File: config.mk
export PLATFORM = sky130hd
export DESIGN_NAME = traffic_light_countdown
export DESIGN_NICKNAME = d
export VERILOG_FILES = /design/src/rtl/tlc_pkg.sv /design/src/rtl/traffic_light_countdown.sv /design/src/rtl/tlc_cfg.sv /design/src/rtl/tlc_core.sv
export SDC_FILE = /design/constraint.sdc
export NUM_CORES = 1
export LEC_CHECK = 0
export ABC_CLOCK_PERIOD_IN_PS = 6200
export BUFFER_PORTS_ARGS = -buffer_cell sky130_fd_sc_hd__clkbuf_2
export CAP_MARGIN = 20
export CELL_PAD_IN_SITES_DETAIL_PLACEMENT = 0
export CELL_PAD_IN_SITES_GLOBAL_PLACEMENT = 1
export CORE_ASPECT_RATIO = 0.6
export CORE_MARGIN = 5
export CORE_UTILIZATION = 45
export DETAILED_ROUTE_END_ITERATION = 8
export HOLD_SLACK_MARGIN = 0.06
export PLACE_DENSITY = 0.95
export SETUP_SLACK_MARGIN = 0.15
export SLEW_MARGIN = 20
export SYNTH_ARGS = -nofsm -noshare
export SYNTH_HDL_FRONTEND = slang
export SYNTH_SLANG_ARGS = --single-unit
export TNS_END_PERCENT = 20
File: constraint.sdc
create_clock -name clk -period 6.2 [get_ports clk]
set_input_delay 0.62 -clock clk [delete_from_list [all_inputs] [get_ports clk]]
set_output_delay 0.62 -clock clk [all_outputs]
set_load 0.01 [all_outputs]
File: src/rtl/tlc_pkg.sv
// traffic light countdown package: item types, register map, lamp and segment constants
// no dependencies

package tlc_pkg;

  localparam int TICK_W  = 16;
  localparam int ARST_W  = 2;
  localparam int BPAUS_W = 3;
  localparam int LAMP_W  = 6;
  localparam int SEG_W   = 7;
  localparam int DIGIT_W = 4;
  localparam int ADDR_W  = 4;
  localparam int DATA_W  = 32;

  localparam logic [1:0] REG_TICKS_PER_STEP   = 2'd0;
  localparam logic [1:0] REG_PRESSES_TO_RESET = 2'd1;
  localparam logic [1:0] REG_PRESSES_TO_PAUSE = 2'd2;

  localparam logic [TICK_W-1:0]  TICKS_PER_STEP_RST   = 16'd1000;
  localparam logic [ARST_W-1:0]  PRESSES_TO_RESET_RST = 2'd2;
  localparam logic [BPAUS_W-1:0] PRESSES_TO_PAUSE_RST = 3'd3;

  localparam logic [LAMP_W-1:0]  LAMPS_A   = 6'h28;
  localparam logic [LAMP_W-1:0]  LAMPS_B   = 6'h14;
  localparam logic [DIGIT_W-1:0] DIGIT_TOP = 4'd9;
  localparam logic [SEG_W-1:0]   SEG_BLANK = 7'h7f;

  typedef struct packed {
    logic button_a;
    logic button_b;
  } in_item_t;

  typedef struct packed {
    logic [LAMP_W-1:0] light_pattern;
    logic [SEG_W-1:0]  segment_code;
    logic              refreshed;
  } out_item_t;

  typedef struct packed {
    logic [TICK_W-1:0]  ticks_per_step;
    logic [ARST_W-1:0]  presses_to_reset;
    logic [BPAUS_W-1:0] presses_to_pause;
  } cfg_t;

  // active-low segment code of one digit
  function automatic logic [SEG_W-1:0] seg_of(input logic [DIGIT_W-1:0] d);
    logic [SEG_W-1:0] s;
    begin
      case (d)
        4'd0:    s = 7'b0000001;
        4'd1:    s = 7'b1001111;
        4'd2:    s = 7'b0010010;
        4'd3:    s = 7'b0000110;
        4'd4:    s = 7'b1001100;
        4'd5:    s = 7'b0100100;
        4'd6:    s = 7'b0100000;
        4'd7:    s = 7'b0001111;
        4'd8:    s = 7'b0000000;
        4'd9:    s = 7'b0000100;
        default: s = SEG_BLANK;
      endcase
      return s;
    end
  endfunction

endpackage

File: src/rtl/traffic_light_countdown.sv
// traffic light countdown top level: input register, state update, result register
// items pass the input register, then the result register; one item per cycle sustained
// when out_stall stays low; throughput is set by the state update in tlc_core
// synchronous active-low reset clears the pipeline valid flags and counts, sets lamps 0x28 and digit 9
// depends on tlc_pkg, tlc_cfg, tlc_core

module traffic_light_countdown import tlc_pkg::*; (
  input  logic              clk,
  input  logic              rst_n,
  input  logic              in_valid,
  output logic              in_stall,
  input  in_item_t          in_data,
  output logic              out_valid,
  input  logic              out_stall,
  output out_item_t         out_data,
  input  logic              psel,
  input  logic              penable,
  input  logic              pwrite,
  input  logic [ADDR_W-1:0] paddr,
  input  logic [DATA_W-1:0] pwdata,
  output logic [DATA_W-1:0] prdata,
  output logic              pready
);

  cfg_t      cfg;
  logic      in_valid_r;
  in_item_t  in_data_r;
  logic      out_valid_r;
  out_item_t out_data_r;
  out_item_t result;
  logic      advance;
  logic      in_take;

  tlc_cfg u_cfg (
    .clk     (clk),
    .rst_n   (rst_n),
    .psel    (psel),
    .penable (penable),
    .pwrite  (pwrite),
    .paddr   (paddr),
    .pwdata  (pwdata),
    .prdata  (prdata),
    .pready  (pready),
    .cfg     (cfg)
  );

  tlc_core u_core (
    .clk    (clk),
    .rst_n  (rst_n),
    .step   (advance),
    .btn    (in_data_r),
    .cfg    (cfg),
    .result (result)
  );

  assign advance   = in_valid_r && (!out_valid_r || !out_stall);
  assign in_stall  = in_valid_r && !advance;
  assign in_take   = in_valid && !in_stall;
  assign out_valid = out_valid_r;
  assign out_data  = out_data_r;

  always_ff @(posedge clk) begin
    if (!rst_n) begin
      in_valid_r  <= 1'b0;
      out_valid_r <= 1'b0;
    end else begin
      if (!in_stall) begin
        in_valid_r <= in_valid;
      end
      if (advance) begin
        out_valid_r <= 1'b1;
      end else if (!out_stall) begin
        out_valid_r <= 1'b0;
      end
    end
  end

  always_ff @(posedge clk) begin
    if (in_take) begin
      in_data_r <= in_data;
    end
    if (advance) begin
      out_data_r <= result;
    end
  end

  a_no_stall_when_empty: assert property (@(posedge clk) disable iff (!rst_n)
    !in_valid_r |-> !in_stall)
    else $error("input stalled with empty input register");

  a_step_gives_result: assert property (@(posedge clk) disable iff (!rst_n)
    advance |=> out_valid)
    else $error("processed item did not produce a result");

  a_refresh_lamps: assert property (@(posedge clk) disable iff (!rst_n)
    (out_valid && out_data.refreshed) |->
      (out_data.light_pattern == LAMPS_A || out_data.light_pattern == LAMPS_B))
    else $error("refresh shows an unexpected lamp pattern");

  a_refresh_digit: assert property (@(posedge clk) disable iff (!rst_n)
    (out_valid && out_data.refreshed) |-> (out_data.segment_code != SEG_BLANK))
    else $error("refresh shows a digit outside 0..9");

endmodule

File: src/rtl/tlc_cfg.sv
// traffic light countdown configuration registers behind an apb-style port
// depends on tlc_pkg

module tlc_cfg import tlc_pkg::*; (
  input  logic              clk,
  input  logic              rst_n,
  input  logic              psel,
  input  logic              penable,
  input  logic              pwrite,
  input  logic [ADDR_W-1:0] paddr,
  input  logic [DATA_W-1:0] pwdata,
  output logic [DATA_W-1:0] prdata,
  output logic              pready,
  output cfg_t              cfg
);

  cfg_t       cfg_r;
  cfg_t       cfg_nxt;
  logic [1:0] idx;
  logic       wr_en;

  assign idx    = paddr[3:2];
  assign wr_en  = psel && penable && pwrite;
  assign pready = 1'b1;
  assign cfg    = cfg_r;

  always_comb begin
    cfg_nxt = cfg_r;
    if (wr_en) begin
      case (idx)
        REG_TICKS_PER_STEP:   cfg_nxt.ticks_per_step   = pwdata[TICK_W-1:0];
        REG_PRESSES_TO_RESET: cfg_nxt.presses_to_reset = pwdata[ARST_W-1:0];
        REG_PRESSES_TO_PAUSE: cfg_nxt.presses_to_pause = pwdata[BPAUS_W-1:0];
        default:              cfg_nxt = cfg_r;
      endcase
    end
  end

  always_comb begin
    case (idx)
      REG_TICKS_PER_STEP:   prdata = {{(DATA_W-TICK_W){1'b0}}, cfg_r.ticks_per_step};
      REG_PRESSES_TO_RESET: prdata = {{(DATA_W-ARST_W){1'b0}}, cfg_r.presses_to_reset};
      REG_PRESSES_TO_PAUSE: prdata = {{(DATA_W-BPAUS_W){1'b0}}, cfg_r.presses_to_pause};
      default:              prdata = '0;
    endcase
  end

  always_ff @(posedge clk) begin
    if (!rst_n) begin
      cfg_r.ticks_per_step   <= TICKS_PER_STEP_RST;
      cfg_r.presses_to_reset <= PRESSES_TO_RESET_RST;
      cfg_r.presses_to_pause <= PRESSES_TO_PAUSE_RST;
    end else begin
      cfg_r <= cfg_nxt;
    end
  end

endmodule

File: src/rtl/tlc_core.sv
// traffic light countdown state: button events, release counts, pause, digit and lamps
// depends on tlc_pkg

module tlc_core import tlc_pkg::*; (
  input  logic      clk,
  input  logic      rst_n,
  input  logic      step,
  input  in_item_t  btn,
  input  cfg_t      cfg,
  output out_item_t result
);

  logic               a_held_r, a_held_nxt;
  logic               b_held_r, b_held_nxt;
  logic               paused_r, paused_nxt;
  logic [ARST_W-1:0]  a_rel_r, a_rel_nxt;
  logic [BPAUS_W-1:0] b_rel_r, b_rel_nxt;
  logic [LAMP_W-1:0]  lamp_r, lamp_nxt;
  logic [DIGIT_W-1:0] digit_r, digit_nxt;
  logic [TICK_W-1:0]  tick_r, tick_nxt;
  logic [LAMP_W-1:0]  shown_lamps_r, shown_lamps_nxt;
  logic [SEG_W-1:0]   shown_seg_r, shown_seg_nxt;
  logic               refreshed;
  logic [BPAUS_W-1:0] resume_cnt;
  logic [TICK_W-1:0]  limit;

  assign resume_cnt = cfg.presses_to_pause + 3'd1;
  assign limit      = cfg.ticks_per_step - 16'd1;

  always_comb begin
    a_held_nxt      = a_held_r;
    b_held_nxt      = b_held_r;
    paused_nxt      = paused_r;
    a_rel_nxt       = a_rel_r;
    b_rel_nxt       = b_rel_r;
    lamp_nxt        = lamp_r;
    digit_nxt       = digit_r;
    shown_lamps_nxt = shown_lamps_r;
    shown_seg_nxt   = shown_seg_r;
    refreshed       = 1'b0;

    // one button event per item, by priority
    if (btn.button_a && !a_held_r) begin
      a_held_nxt = 1'b1;
    end else if (btn.button_b && !b_held_r) begin
      b_held_nxt = 1'b1;
    end else if (!btn.button_a && a_held_r) begin
      a_rel_nxt  = a_rel_r + 2'd1;
      a_held_nxt = 1'b0;
    end else if (!btn.button_b && b_held_r) begin
      b_rel_nxt  = b_rel_r + 3'd1;
      b_held_nxt = 1'b0;
    end

    if (a_rel_nxt == cfg.presses_to_reset) begin
      a_rel_nxt = '0;
      lamp_nxt  = LAMPS_B;
      digit_nxt = DIGIT_TOP;
    end

    if (b_rel_nxt == cfg.presses_to_pause) begin
      paused_nxt = 1'b1;
    end
    if (b_rel_nxt == resume_cnt) begin
      b_rel_nxt  = '0;
      paused_nxt = 1'b0;
    end

    if (tick_r == '0 && !paused_nxt) begin
      shown_lamps_nxt = lamp_nxt;
      shown_seg_nxt   = seg_of(digit_nxt);
      refreshed       = 1'b1;
      if (digit_nxt == '0) begin
        digit_nxt = DIGIT_TOP;
        lamp_nxt  = (lamp_nxt == LAMPS_B) ? {lamp_nxt[LAMP_W-2:0], 1'b0}
                                          : {1'b0, lamp_nxt[LAMP_W-1:1]};
      end else begin
        digit_nxt = digit_nxt - 4'd1;
      end
    end
  end

  assign tick_nxt = (tick_r < limit) ? (tick_r + 16'd1) : '0;

  assign result.light_pattern = shown_lamps_nxt;
  assign result.segment_code  = shown_seg_nxt;
  assign result.refreshed     = refreshed;

  always_ff @(posedge clk) begin
    if (!rst_n) begin
      a_held_r      <= 1'b0;
      b_held_r      <= 1'b0;
      paused_r      <= 1'b0;
      a_rel_r       <= '0;
      b_rel_r       <= '0;
      lamp_r        <= LAMPS_A;
      digit_r       <= DIGIT_TOP;
      tick_r        <= '0;
      shown_lamps_r <= '0;
      shown_seg_r   <= '0;
    end else if (step) begin
      a_held_r      <= a_held_nxt;
      b_held_r      <= b_held_nxt;
      paused_r      <= paused_nxt;
      a_rel_r       <= a_rel_nxt;
      b_rel_r       <= b_rel_nxt;
      lamp_r        <= lamp_nxt;
      digit_r       <= digit_nxt;
      tick_r        <= tick_nxt;
      shown_lamps_r <= shown_lamps_nxt;
      shown_seg_r   <= shown_seg_nxt;
    end
  end

endmodule
==> results of run 1 <==
per-layer routing:
metal,global-route usage,vias to the layer above
li1,-,2156
met1,0.2715,2025
met2,0.2613,162
met3,0.04030,14
met4,0.04739,0
met5,0,-
cells by family (layout without fill, tap and decap cells):
family                     after synthesis  count (layout)  share of synthesized area
AOI/OAI and AO/OA                      107             107                     0.1342
xor gates and xnor gates                38              38                    0.07240
adders and majority gates               30              30                    0.07541
buffers and inverters                   66              99                    0.06309
DFF                                     86              86                     0.3781
muxes                                   11              11                    0.02262
other                                    2              17                   0.001509
and+or+nand+nor                        255             255                     0.2526
layout make-up:
class,count,area [um2]
fillers,973,5075
multi-input cells,458,2851
flip-flops and latches,86,1882
repair buffers,62,320.3
clock buffers,9,225.2
well taps,139,173.9
clock inverters,7,97.59
inverters,21,78.83
synth_stat cells (16+ instances only):
cell | count | area (um2)
sky130_fd_sc_hd__ha_1 | 30 | 375.4
sky130_fd_sc_hd__xnor2_1 | 24 | 210.2
sky130_fd_sc_hd__inv_1 | 20 | 75.07
sky130_fd_sc_hd__buf_4 | 17 | 127.6
sky130_fd_sc_hd__edfxtp_1 | 16 | 480.5
sky130_fd_sc_hd__dfxtp_1 | 70 | 1401
sky130_fd_sc_hd__nor3_1 | 25 | 125.1
sky130_fd_sc_hd__a21oi_1 | 37 | 185.2
sky130_fd_sc_hd__nand3_1 | 35 | 175.2
sky130_fd_sc_hd__nand2_1 | 85 | 319.1
sky130_fd_sc_hd__nor2_1 | 39 | 146.4
sky130_fd_sc_hd__o21ai_0 | 28 | 140.1
sky130_fd_sc_hd__clkbuf_1 | 25 | 93.84
power groups by stage:
| stage | registers (mW) | logic (mW) | clock network, mW |
|---|---|---|---|
| 6_report | 0.605 | 0.148 | 0.581 |
| 3_5_place_dp | 0.617 | 0.145 | 0 |
| 5_1_grt | 0.607 | 0.166 | 0.615 |
| 4_1_cts | 0.605 | 0.146 | 0.590 |
| 2_1_floorplan | 0.615 | 0.110 | 0 |
| 3_3_place_gp | 0.616 | 0.141 | 0 |
final timing paths:
kind	start	to	slack (ns)	cells past startpoint
min	in_data[0]	in_data_r[0]	0.46	1
max reg2reg	in_data_r[1]	u_core.lamp_r[4]	2.26	10
min reg2reg	u_core.shown_seg_r[1]	u_core.shown_seg_r[1]	0.47	2
max	in_data_r[1]	u_core.lamp_r[4]	2.26	10
sequential cells by signal, summed over array words and instances, names as in the netlist, 2 cells and up:
register,count
u_cfg.cfg,21
in_data_r,2
u_core.shown_seg_r,7
out_data,14
u_core.tick_r,16
u_core.a_rel_r,2
u_core.shown_lamps_r,6
u_core.lamp_r,6
u_core.digit_r,4
u_core.b_rel_r,3
critical path: cells and delay by family (launching register included):
kind / cells / cell delay [ns]
adder cells (fa/ha/maj): 2 / 0.62
AO/OA/AOI/OAI: 1 / 0.24
AND/OR/NAND/NOR: 7 / 2.56
flip-flops: 1 / 0.40
==> impl_metrics.env, run 1 <==
export IMPL_power_density_cell_area_nw_per_um2=237.0
export IMPL_fmax_mhz=253.7
export IMPL_finalNonFillerCells=782
export IMPL_mostFrequentLayoutCells="85 x sky130_fd_sc_hd__nand2_1, 70 x sky130_fd_sc_hd__dfxtp_1, 58 x sky130_fd_sc_hd__clkbuf_2"
export IMPL_run_status="complete, no violations"
export IMPL_finalCritPeriodShare=0.6358
export IMPL_clockPowerShare=0.435
export IMPL_timing_worst_slew_pin_value_ns=0.9590
export IMPL_clock_tree_from_tritoncts="yes"
export IMPL_crit_path_top_delay_cell="sky130_fd_sc_hd__nor3_1"
export IMPL_vdd_drop_max_mv=0.1271
export IMPL_place_gp_congestion=0.8892
export IMPL_setup_total_negative_slack_ns=0
export IMPL_drt_met1_wl_um=6110
export IMPL_final_cell_area_um2=5629
export IMPL_largest_net_degree_at_the_start_of_global_routing=35
export IMPL_totalPowerFinal_mw=1.334
export IMPL_worst_setup_path_type="reg2reg"
export IMPL_slew_viol_final=0
export IMPL_maxCapViolCount=0
export IMPL_critPathRequiredTime_ns=6.43
export IMPL_synth_enable_flop_cells=16
export IMPL_finish_utilization=0.5259
export IMPL_pin_count=94
export IMPL_cts_root_buf="sky130_fd_sc_hd__clkbuf_16"
export IMPL_relative_slew_slack=0.3607
export IMPL_antenna_violating_nets_post_route=0
export IMPL_number_of_antenna_repair_diodes=0
export IMPL_fin_skew_ns=0.006037
export IMPL_worstSkewPairLatency_ns=0.34
export IMPL_routed_wl_met2_um=4882
export IMPL_final_hold_viol_count=0
export IMPL_synthesized_area_um2=4977
export IMPL_cts_made_buffers=9
export IMPL_dpl_hpwl_um=8687
export IMPL_initial_util=0.4650
export IMPL_die_width_um=145.8
export IMPL_routed_via_density=5.572
export IMPL_routed_via_count=4357
export IMPL_cts_htree_levels=3
export IMPL_layout_drive_gt1_share=0.1369
export IMPL_place_worst_setup_slack_ns=2.374
export IMPL_route_top_layer_used="met4"
export IMPL_dr_pass1_iters=5
export IMPL_drc=0
export IMPL_synthesis_instances=595
export IMPL_cp_start_kind="flop"
export IMPL_placedCellCount=766
export IMPL_cts_sink_count=86
export IMPL_reg_power_frac=0.454
export IMPL_timing_hold_worst_class="in2reg"
export IMPL_p_sw_uw=337.1
export IMPL_post_synth_num_cell_types=59
export IMPL_cts_clk_slew_worst_paths_ns=0.06
export IMPL_drt_iter0_markers=361
export IMPL_yosys_most_used_dff="sky130_fd_sc_hd__dfxtp_1"
export IMPL_wirelength_um=12010
export IMPL_cp_common_cell="sky130_fd_sc_hd__nand2_1"
export IMPL_p_leak_nw=2.251
export IMPL_cp_cell_sequence="ha_1 -> nor3b_2 -> nand2_1 -> nor3_1 -> nor2_1 -> nand2_1 -> ha_1 -> nand2_1 -> or4_4 -> o221a_1"
export IMPL_post_cts_setup_buffers=0
export IMPL_track_usage=0.1812
export IMPL_floorplan_die_height_um=91.47
export IMPL_antenna_found_initial=0
export IMPL_port_buffers=58
export IMPL_final_nets=713
export IMPL_comb_power_share=0.111
export IMPL_synth_seq_cells=86
export IMPL_most_common_cell_after_layout_fill_and_taps_aside="sky130_fd_sc_hd__nand2_1"
export IMPL_cp_data_arrival_time_ns=4.17
export IMPL_timing_final_ws_setup_ns=2.258
export IMPL_internal_power_uw=997.0
export IMPL_worst_setup_ep_type="flop"
export IMPL_place_area_um2=5293
export IMPL_routed_wl_met3_um=891
export IMPL_floorplan_die_area_um2=13330
export IMPL_flow_area_growth_from_synthesis_pct=13.10
export IMPL_hold_buffers=0
export IMPL_cp_max_fo=14
export IMPL_async_reset_ff_frac=0
export IMPL_power_switching_share=0.2527
export IMPL_finalWorstPathRequiredPeriod_ns=3.942
export IMPL_setup_violations_final=0
export IMPL_crit_path_max_incr_delay_ns=0.58
export IMPL_floorplan_core_area_um2=10700
export IMPL_grt_pass1_vias=3984
export IMPL_num_rows=29
export IMPL_ys_warnings_count=0
export IMPL_grt_setup_unrepaired="no"
export IMPL_overflow=0
export IMPL_mean_cell_area_of_the_mapped_netlist_um2=8.365
export IMPL_part_of_the_yosys_area_used_for_sequential_elements=0.3781
export IMPL_grt_pass1_wl_um=20030
export IMPL_clockBufferDepth=2
export IMPL_post_cts_resized_instances=0
export IMPL_final_hold_slack_ns=0.4647
export IMPL_routedWlPerCell_um=15.36
(Power assumes the default switching activity.)
==> run 2, diff against run 1 <==
- ABC_CLOCK_PERIOD_IN_PS: 6200 -> 3200
- CORE_UTILIZATION: 45 -> 37
- PLACE_DENSITY: 0.95 -> 0.86
- clock period: 6.2 -> 3.2 ns (I/O delays scaled with it)
==> impl_metrics.env, run 2 (synthesized netlist as in run 1, its figures left out) <==
export IMPL_crit_path_top_delay_cell="sky130_fd_sc_hd__or4_4"
export IMPL_grt_pass1_wl_um=20580
export IMPL_slew_viol_final=0
export IMPL_cts_made_buffers=9
export IMPL_cp_max_fo=6
export IMPL_worst_hold_depth=1
export IMPL_overflow=0
export IMPL_critPathRequiredTime_ns=3.43
export IMPL_crit_family="simple AND/OR/NAND/NOR gates"
export IMPL_num_rows=32
export IMPL_totalPowerFinal_mw=2.528
export IMPL_worstReg2RegStart="in_data_r[1]"
export IMPL_number_of_antenna_repair_diodes=0
export IMPL_clockPowerShare=0.405
export IMPL_grt_busiest_layer="met2"
export IMPL_worst_setup_path_type="reg2reg"
export IMPL_routed_via_count=4447
export IMPL_place_area_um2=5466
export IMPL_antenna_violating_nets_post_route=0
export IMPL_relative_slew_slack=0.5099
export IMPL_r2r_worst_path_cells=11
export IMPL_floorplan_core_area_um2=13010
export IMPL_cp_data_arrival_time_ns=3.20
export IMPL_mostFrequentLayoutCells="85 x sky130_fd_sc_hd__nand2_1, 68 x sky130_fd_sc_hd__dfxtp_1, 58 x sky130_fd_sc_hd__clkbuf_2"
export IMPL_final_nets=734
export IMPL_worst_setup_ep_type="flop"
export IMPL_hold_buffers=0
export IMPL_drt_iter0_markers=391
export IMPL_cts_clk_slew_worst_paths_ns=0.07
export IMPL_p_sw_uw=710.4
export IMPL_largest_register_ff_count=21
export IMPL_power_density_cell_area_nw_per_um2=426.3
export IMPL_clockBufferDepth=2
export IMPL_place_worst_setup_slack_ns=0.1314
export IMPL_clock_tree_from_tritoncts="yes"
export IMPL_port_buffers=58
export IMPL_pin_count=94
export IMPL_finalCritPeriodShare=0.9262
export IMPL_setup_violations_final=0
export IMPL_timing_final_ws_setup_ns=0.2363
export IMPL_global_route_usage_met1=0.2265
export IMPL_cts_root_buf="sky130_fd_sc_hd__clkbuf_16"
export IMPL_gr_usage_met3=0.03324
export IMPL_power_switching_share=0.2810
export IMPL_vdd_drop_max_mv=0.2785
export IMPL_wirelength_um=12440
export IMPL_internal_power_mw=1.818
export IMPL_grt_setup_unrepaired="yes"
export IMPL_final_hold_viol_count=0
export IMPL_track_usage=0.1557
export IMPL_maxCapViolCount=0
export IMPL_setup_total_negative_slack_ns=0
export IMPL_largest_net_degree_at_the_start_of_global_routing=52
export IMPL_critPathBufInv=1
export IMPL_r2r_setup_slack_ns=0.24
export IMPL_worstSkewPairLatency_ns=0.34
export IMPL_grt_pass1_vias=4164
export IMPL_flow_area_growth_from_synthesis_pct=19.16
export IMPL_place_gp_congestion=0.9131
export IMPL_cp_cell_sequence="inv_1 -> ha_2 -> nor3b_4 -> xor2_1 -> o211a_1 -> or2_2 -> nor2_4 -> ha_4 -> nand2_1 -> or4_4 -> o221a_1"
export IMPL_layout_drive_gt1_share=0.1943
export IMPL_cts_htree_levels=3
export IMPL_die_width_um=159.7
export IMPL_antenna_found_initial=0
export IMPL_fmax_mhz=337.4
export IMPL_timing_worst_slew_pin_value_ns=0.7325
export IMPL_crit_start="in_data_r[1]"
export IMPL_fin_skew_ns=0.007916
export IMPL_crit_path_max_incr_delay_ns=0.53
export IMPL_final_fill_count=1237
export IMPL_use_met2=0.2361
export IMPL_most_common_cell_after_layout_fill_and_taps_aside="sky130_fd_sc_hd__nand2_1"
export IMPL_final_cell_area_um2=5931
export IMPL_run_status="complete, no violations"
export IMPL_routedWlPerCell_um=14.92
export IMPL_multi_input_area_um2=2978
export IMPL_floorplan_die_height_um=99.84
export IMPL_cp_start_kind="flop"
export IMPL_cts_sink_count=86
export IMPL_timing_hold_worst_class="in2reg"
export IMPL_drc=0
export IMPL_reg_power_frac=0.464
export IMPL_timing_hold_worst_endpoint="in_data_r[0]"
export IMPL_min_from="in_data[0]"
export IMPL_routed_via_density=5.332
export IMPL_p_leak_nw=2.362
export IMPL_dr_pass1_iters=5
export IMPL_seqCellArea_um2=1887
export IMPL_rr_endpoint="u_core.lamp_r[4]"
export IMPL_final_hold_slack_ns=0.1547
export IMPL_dpl_hpwl_um=8852
export IMPL_finalWorstPathRequiredPeriod_ns=2.964
export IMPL_comb_power_share=0.132
export IMPL_floorplan_die_area_um2=15950
export IMPL_initial_util=0.3825
-- run 2: cell count changes in the layout (fill, tap and decap cells not counted), moves of 3 or more --
cell,before,now
sky130_fd_sc_hd__nor3_2,1,4
sky130_fd_sc_hd__ha_2,0,3
sky130_fd_sc_hd__nor3_1,25,21
sky130_fd_sc_hd__ha_1,30,26
sky130_fd_sc_hd__buf_4,4,23
-- run 2: through the flow --
step                      instances  utilization
after floorplan                 610            -
after global placement          812       0.4201
after detailed placement        812       0.4201
after CTS                       830       0.4485
after global routing            834       0.4558
final                           834       0.4558
-- run 2: power groups by stage --
stage | Combinational, mW | Clock, mW | Sequential [mW]
after floorplan | 0.219 | 0 | 1.19
after global placement | 0.298 | 0 | 1.19
after detailed placement | 0.307 | 0 | 1.20
after CTS | 0.309 | 1.06 | 1.17
after global routing | 0.365 | 1.10 | 1.18
final | 0.332 | 1.02 | 1.17
-- run 2: repair_timing --
item	CTS	global route
gates cloned	1	0
buffers inserted	1	4
setup endpoints to repair	13	29
pin swaps	7	5
gates resized for setup	15	14
-- run 2: metal layers --
metal	vias to the layer above	wire length, um
met2	156	5401
li1	2209	-
met1	2061	6056
met5	-	0
met3	21	827
met4	0	155
-- run 2: worst max-delay path by stage --
| stage | end | depth (start not counted) |
|---|---|---|
| 3_5_place_dp | u_core.tick_r[14] | 11 |
| 6_report | u_core.lamp_r[4] | 11 |
| 5_1_grt | u_core.lamp_r[4] | 11 |
| 4_1_cts | u_core.tick_r[3] | 11 |
| 2_1_floorplan | u_core.lamp_r[2] | 11 |
| 3_3_place_gp | u_core.lamp_r[2] | 10 |
-- run 2: area by class of cell --
class,count,area share
clock buffers,9,0.03797
repair buffers,83,0.08186
flip-flops and latches,86,0.3181
multi-input cells,458,0.5021
inverters,21,0.01329
well taps,170,0.03586
clock inverters,7,0.01076
-- run 2: worst reg2reg max path, cell delays in order, from the launching register on --
cell                       delay, ns
sky130_fd_sc_hd__edfxtp_1       0.40
sky130_fd_sc_hd__inv_1          0.09
sky130_fd_sc_hd__ha_2           0.21
sky130_fd_sc_hd__nor3b_4        0.23
sky130_fd_sc_hd__xor2_1         0.09
sky130_fd_sc_hd__o211a_1        0.25
sky130_fd_sc_hd__or2_2          0.34
sky130_fd_sc_hd__nor2_4         0.17
sky130_fd_sc_hd__ha_4           0.19
sky130_fd_sc_hd__nand2_1        0.12
sky130_fd_sc_hd__or4_4          0.53
sky130_fd_sc_hd__o221a_1        0.24
==> run 3, diff against run 2 <==
- ABC_AREA: not set -> 1
- PLACE_DENSITY: 0.86 -> 0.88
==> impl_metrics.env, run 3 <==
export IMPL_post_synth_num_cell_types=42
export IMPL_routed_via_count=4615
export IMPL_async_reset_ff_frac=0
export IMPL_mostFrequentLayoutCells="134 x sky130_fd_sc_hd__nand2_1, 98 x sky130_fd_sc_hd__inv_1, 81 x sky130_fd_sc_hd__nor2_1"
export IMPL_flow_area_growth_from_synthesis_pct=16.69
export IMPL_number_of_antenna_repair_diodes=0
export IMPL_power_density_cell_area_nw_per_um2=436.0
export IMPL_grt_setup_unrepaired="yes"
export IMPL_totalPowerFinal_mw=2.643
export IMPL_setup_violations_final=0
export IMPL_drt_iter0_markers=287
export IMPL_synth_most_common_cell="sky130_fd_sc_hd__nand2_1"
export IMPL_mean_cell_area_of_the_mapped_netlist_um2=7.205
export IMPL_initial_util=0.3790
export IMPL_pin_count=94
export IMPL_cts_sink_count=86
export IMPL_final_hold_slack_ns=0.1474
export IMPL_place_gp_congestion=0.8358
export IMPL_final_cell_area_um2=6062
export IMPL_relative_slew_slack=0.5960
export IMPL_cts_root_buf="sky130_fd_sc_hd__clkbuf_16"
export IMPL_layout_drive_gt1_share=0.1690
export IMPL_finalWorstPathRequiredPeriod_ns=2.888
export IMPL_ys_warnings_count=0
export IMPL_critPathRequiredTime_ns=3.47
export IMPL_clock_tree_from_tritoncts="yes"
export IMPL_post_synth_most_frequent_cells="136 x sky130_fd_sc_hd__nand2_1, 100 x sky130_fd_sc_hd__inv_1, 81 x sky130_fd_sc_hd__nor2_1, 70 x sky130_fd_sc_hd__dfxtp_1, 58 x sky130_fd_sc_hd__nand3_1"
export IMPL_final_nets=857
export IMPL_synthesis_instances=721
export IMPL_place_area_um2=5618
export IMPL_clockBufferDepth=2
export IMPL_cts_htree_levels=3
export IMPL_cp_data_arrival_time_ns=3.16
export IMPL_cts_made_buffers=9
export IMPL_wirelength_um=12260
export IMPL_largest_register_ff_count=21
export IMPL_synthesized_area_um2=5195
export IMPL_r2r_setup_slack_ns=0.31
export IMPL_worstSkewPairLatency_ns=0.35
export IMPL_floorplan_die_height_um=101.8
export IMPL_antenna_found_initial=0
export IMPL_synth_enable_flop_cells=16
export IMPL_worst_setup_ep_type="flop"
export IMPL_synth_largest_area_cell="sky130_fd_sc_hd__dfxtp_1"
export IMPL_worst_hold_depth=1
export IMPL_die_width_um=163.0
export IMPL_timing_hold_worst_class="in2reg"
export IMPL_min_from="in_data[0]"
export IMPL_fin_skew_ns=0.01180
export IMPL_floorplan_die_area_um2=16590
export IMPL_drc=0
export IMPL_antenna_violating_nets_post_route=0
export IMPL_synthDominantCellAreaShare=0.2697
export IMPL_routedWlPerCell_um=12.53
export IMPL_overflow=0
export IMPL_vdd_drop_max_mv=0.2447
export IMPL_port_buffers=58
export IMPL_worst_setup_path_type="reg2reg"
export IMPL_routed_via_density=4.714
export IMPL_r2r_worst_path_cells=18
export IMPL_fmax_mhz=346.2
export IMPL_p_leak_nw=2.920
export IMPL_post_synth_main_area_contributors="sky130_fd_sc_hd__dfxtp_1 27%, sky130_fd_sc_hd__nand2_1 9.8%, sky130_fd_sc_hd__edfxtp_1 9.2%"
export IMPL_cp_start_kind="flop"
export IMPL_num_rows=33
export IMPL_slew_viol_final=0
export IMPL_floorplan_core_area_um2=13710
export IMPL_grt_pass1_vias=4019
export IMPL_finalCritPeriodShare=0.9027
export IMPL_rr_endpoint="u_core.tick_r[11]"
export IMPL_synth_seq_cells=86
export IMPL_dpl_hpwl_um=8945
export IMPL_cts_clk_slew_worst_paths_ns=0.07
export IMPL_largest_net_degree_at_the_start_of_global_routing=40
export IMPL_timing_worst_slew_pin_value_ns=0.6004
export IMPL_most_common_cell_after_layout_fill_and_taps_aside="sky130_fd_sc_hd__nand2_1"
export IMPL_grt_pass1_wl_um=19900
export IMPL_maxCapViolCount=0
export IMPL_track_usage=0.1483
export IMPL_yosys_most_used_dff="sky130_fd_sc_hd__dfxtp_1"
export IMPL_dr_pass1_iters=4
export IMPL_part_of_the_yosys_area_used_for_sequential_elements=0.3622
export IMPL_final_hold_viol_count=0
export IMPL_worstReg2RegStart="u_cfg.cfg[7]"
export IMPL_cp_max_fo=6
export IMPL_setup_total_negative_slack_ns=0
export IMPL_run_status="complete, no violations"
export IMPL_timing_hold_worst_endpoint="in_data_r[0]"
-- run 3: changes by cell type after synthesis, sizes merged, moves of 21 or more --
cell / before / now
inv: 20 / 106
nand2: 85 / 149
nor2: 39 / 84
nand3: 35 / 59
xnor2: 24 / 1
o21ai: 28 / 49
-- run 3: layout make-up --
class,instances,area (um2)
tap,192,240.2
clock inverter,7,71.32
timing repair buffer,72,429.2
multi-input combinational,505,2809
fill,1395,7646
clock buffer,9,225.2
inverter,108,405.4
sequential,86,1882
-- run 3: worst max-delay path: stages, from the launching register on --
cell	delay, ns
sky130_fd_sc_hd__dfxtp_1	0.33
sky130_fd_sc_hd__inv_2	0.09
sky130_fd_sc_hd__nand3_2	0.12
sky130_fd_sc_hd__nor3_4	0.22
sky130_fd_sc_hd__nand3_2	0.11
sky130_fd_sc_hd__nor2_1	0.12
sky130_fd_sc_hd__nand2_1	0.10
sky130_fd_sc_hd__nor3_2	0.23
sky130_fd_sc_hd__nand3_1	0.11
sky130_fd_sc_hd__xor2_1	0.16
sky130_fd_sc_hd__ha_1	0.29
sky130_fd_sc_hd__a21oi_1	0.15
sky130_fd_sc_hd__o21ai_1	0.09
sky130_fd_sc_hd__a21oi_1	0.12
sky130_fd_sc_hd__nand2_1	0.08
sky130_fd_sc_hd__nand2_2	0.09
sky130_fd_sc_hd__nand2_4	0.09
sky130_fd_sc_hd__buf_12	0.17
sky130_fd_sc_hd__nor3b_2	0.14
-- run 3: metrics by stage --
step                      setup WS [ns]  utilization  cells
after floorplan                  0.3653            -    736
after global placement           0.1934       0.4098    955
after detailed placement        0.08113       0.4098    955
after CTS                        0.1503       0.4322    971
after global routing             0.1086       0.4422    979
final                            0.3115       0.4422    979
-- run 3: logic make-up after synthesis --
family | Yosys count | share of synthesized area
AOI/OAI and AO/OA | 114 | 0.1197
xor gates and xnor gates | 21 | 0.03541
adders and majority gates | 30 | 0.07225
buffers and inverters | 145 | 0.1207
DFF | 86 | 0.3622
other | 2 | 0.001446
and+or+nand+nor | 323 | 0.2883
-- run 3: metal layers --
metal | vias up | GRT usage | wire, um
met5 | - | 0 | 0
li1 | 2439 | - | -
met1 | 2060 | 0.2426 | 7098
met3 | 9 | 0.03091 | 575
met4 | 0 | 0.03351 | 103
met2 | 107 | 0.1930 | 4487
-- run 3: worst max-delay path by stage --
stage / startpoint / cells after the start / slack [ns] / endpoint
after floorplan: u_cfg.cfg[5] / 18 / 0.37 / u_core.tick_r[15]
after global placement: u_cfg.cfg[5] / 18 / 0.19 / u_core.tick_r[11]
after detailed placement: u_cfg.cfg[5] / 18 / 0.08 / u_core.tick_r[11]
after CTS: u_cfg.cfg[5] / 18 / 0.15 / u_core.tick_r[11]
after global routing: in_data_r[1] / 18 / 0.11 / u_core.lamp_r[4]
final: u_cfg.cfg[7] / 18 / 0.31 / u_core.tick_r[11]
-- run 3: repair_timing --
item                       in CTS  in global routing
buffers inserted                0                  6
setup endpoints to repair       3                 21
gates resized for setup         2                 16
pin swaps                       0                  6
hold buffers                    0                  0
gates cloned                    0                  1
-- run 3: where the power goes --
part           internal [mW]  leakage [nW]  total, mW  switching, mW
logic                  0.134          2.05      0.407          0.272
clock network          0.552         0.146       1.05          0.499
registers               1.16         0.723       1.19         0.0264
total                   1.85          2.92       2.64          0.797
